## src/rtl/core/fcfl_pkg.sv

```systemverilog
package fcfl_pkg;

    // request actions
    typedef enum logic [1:0] {
        ACT_LOAD_DIR  = 2'd0,
        ACT_LOAD_LINK = 2'd1,
        ACT_LOOKUP    = 2'd2
    } action_t;

    // result status codes
    typedef enum logic [1:0] {
        ST_OK           = 2'd0,
        ST_END_OF_CHAIN = 2'd1,
        ST_NOT_FOUND    = 2'd2,
        ST_BAD_INDEX    = 2'd3
    } status_t;

    // sequencer states
    typedef enum logic [2:0] {
        S_IDLE = 3'd0,
        S_SCAN = 3'd1,
        S_WALK = 3'd2,
        S_LINK = 3'd3,
        S_DONE = 3'd4
    } state_t;

    // outcome of comparing one name word
    typedef struct packed {
        logic mismatch;
        logic nul_match;
    } cmp_res_t;

    // link values at or above this end the chain
    localparam logic [15:0] CHAIN_END = 16'hFFF0;

    // directory entry layout
    localparam logic [1:0] WORD_START = 2'd0;
    localparam logic [1:0] WORD_NAME0 = 2'd1;

endpackage

```

## src/rtl/core/fcfl_name_cmp.sv

```systemverilog
module fcfl_name_cmp #(
    parameter int NAME_BYTES = 24
) (
    input  logic [63:0]        ent_word,
    input  logic [63:0]        req_word,
    input  logic [1:0]         word_sel,
    output fcfl_pkg::cmp_res_t res
);

    // first byte of this word that decides the match, in name order
    always_comb
    begin
        logic found;
        found = 1'b0;
        res   = '0;
        for (int j = 0; j < 8; j++)
        begin
            if (!found && ((int'(word_sel) * 8 + j) < NAME_BYTES))
            begin
                if (ent_word[8*j +: 8] != req_word[8*j +: 8])
                begin
                    res.mismatch = 1'b1;
                    found        = 1'b1;
                end
                else if (ent_word[8*j +: 8] == 8'h00)
                begin
                    res.nul_match = 1'b1;
                    found         = 1'b1;
                end
            end
        end
    end

endmodule

```

## config.mk

```make
export PLATFORM = sky130hd
export DESIGN_NAME = fcfl_name_cmp
export DESIGN_NICKNAME = d
export VERILOG_FILES = /design/src/rtl/core/fcfl_pkg.sv /design/src/rtl/core/fcfl_name_cmp.sv
export SDC_FILE = /design/constraint.sdc
export NUM_CORES = 1
export LEC_CHECK = 0
export BUFFER_PORTS_ARGS = -buffer_cell sky130_fd_sc_hd__buf_2
export CAP_MARGIN = 10
export CORE_MARGIN = 2
export CORE_UTILIZATION = 35
export DETAILED_ROUTE_END_ITERATION = 12
export GPL_TIMING_DRIVEN = 0
export PLACE_DENSITY = 0.95
export SYNTH_ARGS = -nofsm -noshare
export SYNTH_HDL_FRONTEND = slang
export SYNTH_SLANG_ARGS = --single-unit
```

## constraint.sdc

```tcl
create_clock -name vclk -period 2.1
set_input_delay 0.21 -clock vclk [all_inputs]
set_output_delay 0.21 -clock vclk [all_outputs]
set_load 0.005 [all_outputs]
```

==> impl_metrics.env, run 1 <==
export IMPL_nFillCells=258
export IMPL_die_area_sq_mm=0.00318
export IMPL_antenna_found_initial=0
export IMPL_highest_layer="met3"
export IMPL_cp_arrival_ps=1640
export IMPL_final_cell_mix="132 x buf_2, 32 x xnor2_1, 32 x xor2_1"
export IMPL_max_freq_ghz=0.542
export IMPL_yosys_warnings=0
export IMPL_cp_end_kind="output port"
export IMPL_synth_net_count=261
export IMPL_register_area_sq_um=0
export IMPL_grt_pass1_wl_mm=5.38
export IMPL_drt_first_iter_violations=33
export IMPL_die_h_microns=56.4
export IMPL_num_antenna_cells=0
export IMPL_design_seq_count=0
export IMPL_coreArea_sq_mm=0.00269
export IMPL_drv_slew=0
export IMPL_grt_max_degree=4
export IMPL_whs_endpoint="res[0]"
export IMPL_crit_chain="buf_2, xor2_1, nor4_1, nand2_1, or3_1, o22ai_1, a21o_1, buf_2"
export IMPL_seq_area_frac_synth_pct=0
export IMPL_relSlewSlack_pct=68.2
export IMPL_route_met2_wl_mm=1.76
export IMPL_ant_nets=0
export IMPL_gr_total_overflow=0
export IMPL_wire_per_inst_microns=11.0
export IMPL_fin_cells=294
export IMPL_wl_met3_microns=269
export IMPL_layout_commonest_cell="buf_2"
export IMPL_hold_depth=7
export IMPL_setup_violations=0
export IMPL_finalCritPeriodShare_pct=87.9
export IMPL_clock_buffers=0
export IMPL_syn_avg_cell_area_sq_um=7.34
export IMPL_post_cts_resized=0
export IMPL_ir_drop_v=0.000126
export IMPL_io_pins=132
export IMPL_p_per_area_mw_per_mm2=169
export IMPL_crit_top_cell="buf_2"
export IMPL_port_buffers=132
export IMPL_fin_tns_setup_ps=0
export IMPL_drc=0
export IMPL_maxCapViolCount=0
export IMPL_detailed_place_hpwl_mm=3.09
export IMPL_worst_path_max_fanout=3
export IMPL_rsz0062_at_grt="no"
export IMPL_synth_top_area_cell="xnor2_1"
export IMPL_drive_gt1_share_pct=51.7
export IMPL_synth_top_area_share_pct=29.1
export IMPL_crit_path_max_incr_delay_ps=390
export IMPL_via_per_inst=4.98
export IMPL_vias=1464
export IMPL_syn_inst=131
export IMPL_cellLeakagePower_nw=0.792
export IMPL_cts_setup_buffers=0
export IMPL_synth_distinct_cells=22
export IMPL_startpoint_type="input pin"
export IMPL_die_x_microns=56.4
export IMPL_synthTopCellsByArea="xnor2_1 29%, xor2_1 29%, nor4_1 13%"
export IMPL_cts_hold_buffers=0
export IMPL_m1WireLength_mm=1.21
export IMPL_grt_pass1_vias=1426
export IMPL_required_ps=1890
export IMPL_path_class="input pin to output port"
export IMPL_hold_start="word_sel[0]"
export IMPL_fin_crit_ps=1850
export IMPL_outcome="finished clean"
export IMPL_drtPass1Iterations=4
export IMPL_worst_pin_slew_ps=473
export IMPL_rows=19
export IMPL_hold_violations=0
export IMPL_areaGrowthSynthToFinish_pct=72.7
export IMPL_wl_mm=3.24
export IMPL_slowest_stage="or3_1"
export IMPL_dp_cells=294
export IMPL_fin_nets=395
export IMPL_gp_congestion=0.794
export IMPL_grt_total_usage_pct=19.4
export IMPL_netlist_area_sq_um=962
export IMPL_initial_utilization_pct=35.8
export IMPL_holdCritPathClass="input pin to output port"
-- kinds of logic (layout without fill, tap and decap cells) --
logic type | after synthesis | in the layout | share of synthesized area [%]
xor gates and xnor gates | 64 | 64 | 58.3
and+or+nand+nor | 54 | 54 | 33.0
AOI/OAI and AO/OA | 12 | 12 | 8.32
buffers and inverters | 1 | 133 | 0.390
-- worst max path at each step --
stage | from | to
3_5_place_dp | ent_word[12] | res[1]
5_1_grt | ent_word[12] | res[0]
2_1_floorplan | ent_word[6] | res[1]
4_1_cts | ent_word[12] | res[1]
6_report | ent_word[12] | res[1]
3_3_place_gp | ent_word[12] | res[0]
-- synthesized netlist by cell type (all sizes together), types with 2 or more instances --
master  count
o21ai       2
or4         2
nand3       3
nor4       23
xor2       32
a21oi       3
nor2        4
xnor2      32
nand4       9
nand2      11
-- critical path, delay by kind of cell --
kind	cells	cell delay, ps
and+or+nand+nor	3	820
AOI/OAI and AO/OA	2	240
xor gates and xnor gates	1	150
buffers and inverters	2	220
-- layout make-up --
type / count / area (sq um) / share of cell area, %
inverter: 1 / 3.75 / 0.226
tap: 31 / 38.8 / 2.33
timing repair buffer: 132 / 661 / 39.8
multi-input combinational: 130 / 958 / 57.7
-- report_power, final --
part           total [mW]  leakage (nW)  switching (mW)  internal (mW)
combinational       0.281         0.792           0.117          0.164
clock                   0             0               0              0
sequential              0             0               0              0
total               0.281         0.792           0.117          0.164
-- stage by stage --
step	utilization [%]	setup slack [ps]	power [mW]	hold slack, ps	cell area (sq um)
floorplan	-	563	0.116	711	962
global placement	61.9	250	0.276	936	1660
detailed placement	61.9	233	0.282	953	1660
CTS	61.9	222	0.283	950	1660
global route	61.9	46.5	0.312	1030	1660
finish	61.9	255	0.281	941	1660
-- routing by layer --
metal  global-route usage (%)  up-vias
li1                         -      750
met1                     20.9      648
met2                     40.0       66
met3                     3.00        0
met4                     1.36        0
met5                        0        -
Power figures use the tool's default switching activity.
==> run 2: changes to the inputs <==
Settings changed: ABC_AREA set to 1, CORE_UTILIZATION 35 to 40.
==> impl_metrics.env, run 2 <==
export IMPL_netlist_area_sq_mm=0.00126
export IMPL_met3_usage_pct=1.30
export IMPL_grt_pass1_wl_mm=5.94
export IMPL_areaGrowthSynthToFinish_pct=56.8
export IMPL_drt_first_iter_violations=29
export IMPL_grt_max_degree=5
export IMPL_synth_top_area_cell="xnor2_1"
export IMPL_die_x_microns=60.1
export IMPL_ir_drop_v=0.000114
export IMPL_setup_violations=0
export IMPL_cellLeakagePower_nw=1.11
export IMPL_cp_end_kind="output port"
export IMPL_drv_slew=0
export IMPL_rows=20
export IMPL_yosys_warnings=0
export IMPL_wire_per_inst_microns=9.27
export IMPL_pwr_share_comb_pct=100.0
export IMPL_cts_setup_buffers=0
export IMPL_busiest_layer="met2"
export IMPL_p_seq_share_pct=0
export IMPL_crit_path_max_incr_delay_ps=160
export IMPL_p_sw_share_pct=45.2
export IMPL_syn_inst=239
export IMPL_drc=0
export IMPL_power_net_switching_mw=0.148
export IMPL_startpoint_type="input pin"
export IMPL_slowest_stage="xnor2_1"
export IMPL_seq_area_frac_synth_pct=0
export IMPL_die_h_microns=60.1
export IMPL_register_area_sq_um=0
export IMPL_num_antenna_cells=0
export IMPL_crit_end="res[1]"
export IMPL_synthTopCellsByCount="76 x nand2_1, 46 x nor2_1, 34 x xnor2_1"
export IMPL_internal_power_mw=0.179
export IMPL_wl_mm=3.85
export IMPL_drive_gt1_share_pct=39.6
export IMPL_grt_met2_usage_pct=43.2
export IMPL_fin_tns_setup_ps=0
export IMPL_via_per_inst=4.45
export IMPL_maxCapViolCount=0
export IMPL_max_freq_ghz=0.610
export IMPL_fin_crit_ps=1640
export IMPL_syn_avg_cell_area_sq_um=5.27
export IMPL_clock_buffers=0
export IMPL_totalPowerFinal_mw=0.327
export IMPL_coreArea_sq_mm=0.00303
export IMPL_required_ps=1890
export IMPL_cts_hold_buffers=0
export IMPL_path_class="input pin to output port"
export IMPL_p_per_area_mw_per_mm2=165
export IMPL_ant_nets=0
export IMPL_layout_commonest_cell="buf_2"
export IMPL_cp_arrival_ps=1430
export IMPL_outcome="finished clean"
export IMPL_grt_total_usage_pct=20.0
export IMPL_crit_top_cell="nand2_1"
export IMPL_stdcell_area_sq_mm=0.00198
export IMPL_post_cts_resized=0
export IMPL_die_area_sq_mm=0.00362
export IMPL_vias=1847
export IMPL_design_seq_count=0
export IMPL_antenna_found_initial=0
export IMPL_hold_violations=0
export IMPL_fin_nets=503
export IMPL_finalCritPeriodShare_pct=78.1
export IMPL_synth_net_count=369
export IMPL_worst_pin_slew_ps=362
export IMPL_startpoint="ent_word[38]"
export IMPL_synth_top_area_share_pct=23.6
export IMPL_relSlewSlack_pct=75.6
export IMPL_crit_chain="buf_2, xnor2_1, nand2_1, nor2_1, nand2_1, nor2_1, nand3_1, nand2_1, nand2_1, nand2_1, nand2_1, nand2_1, nand2_1, buf_2"
export IMPL_gp_congestion=0.803
export IMPL_gr_total_overflow=0
export IMPL_synth_distinct_cells=21
export IMPL_port_buffers=132
export IMPL_detailed_place_hpwl_mm=3.67
export IMPL_use_met1_pct=20.5
export IMPL_initial_utilization_pct=41.6
export IMPL_holdCritPathClass="input pin to output port"
export IMPL_io_pins=132
export IMPL_synthTopCellsByArea="xnor2_1 24%, nand2_1 23%, nor2_1 14%"
export IMPL_placedInstanceArea_sq_mm=0.00198
export IMPL_worst_path_max_fanout=2
export IMPL_final_cell_mix="132 x buf_2, 76 x nand2_1, 46 x nor2_1"
export IMPL_grt_pass1_vias=1674
export IMPL_synth_most_common_cell="nand2_1"
export IMPL_rsz0062_at_grt="no"
export IMPL_drtPass1Iterations=4
export IMPL_p_clk_share_pct=0
## run 2: cell count changes in the layout (fill, tap and decap cells not counted), moves of 4 or more
cell,change
xor2_1,-15
nor4_1,-16
nor3_2,+4
inv_1,+24
nand4_1,-5
nand2_1,+65
nand3_1,+4
nor2_1,+42
## run 2: worst min-delay path by stage
| stage | start | end | slack (ps) | cells past startpoint |
|---|---|---|---|---|
| floorplan | word_sel[0] | res[1] | 610 | 3 |
| global placement | word_sel[0] | res[1] | 820 | 5 |
| detailed placement | word_sel[0] | res[1] | 830 | 5 |
| CTS | word_sel[0] | res[1] | 830 | 5 |
| global route | word_sel[0] | res[1] | 880 | 5 |
| finish | word_sel[0] | res[1] | 830 | 5 |
## run 2: cells by family (layout without fill, tap and decap cells)
group                  after synthesis  after routing  synth area share (%)
AO/OA/AOI/OAI                        6              6                  2.68
AND/OR/NAND/NOR                    156            156                  54.1
XOR/XNOR                            51             51                  35.5
buffers and inverters               26            158                  7.75
## run 2: power groups by stage
stage | logic [mW] | clock network, mW | registers, mW
after detailed placement | 0.328 | 0 | 0
final | 0.327 | 0 | 0
after CTS | 0.329 | 0 | 0
after global placement | 0.315 | 0 | 0
after global routing | 0.366 | 0 | 0
after floorplan | 0.155 | 0 | 0
## run 2: final cells by class
class,count,area [sq um]
Fill cell,293,1050
Inverter,26,97.6
Multi-Input combinational cell,213,1160
Tap cell,44,55.1
Timing Repair Buffer,132,661
## run 2: routing by layer
layer	wire length [microns]	share of wire, %
met1	1430	37
met2	2150	56
met3	236	6.1
met4	38	0.99
met5	0	0
## run 2: worst max-delay path: cells and delay by family
family | cells | cell delay [ps]
xor+xnor | 1 | 160
simple gates | 11 | 830
buf+inv | 2 | 240
## run 2: metrics by stage
| step | hold slack, ps | setup WS, ps | cells | util (%) |
|---|---|---|---|---|
| finish | 833 | 460 | 415 | 65.2 |
| floorplan | 614 | 835 | 239 | - |
| global placement | 819 | 490 | 415 | 65.2 |
| global route | 877 | 264 | 415 | 65.2 |
| detailed placement | 830 | 459 | 415 | 65.2 |
| CTS | 829 | 445 | 415 | 65.2 |
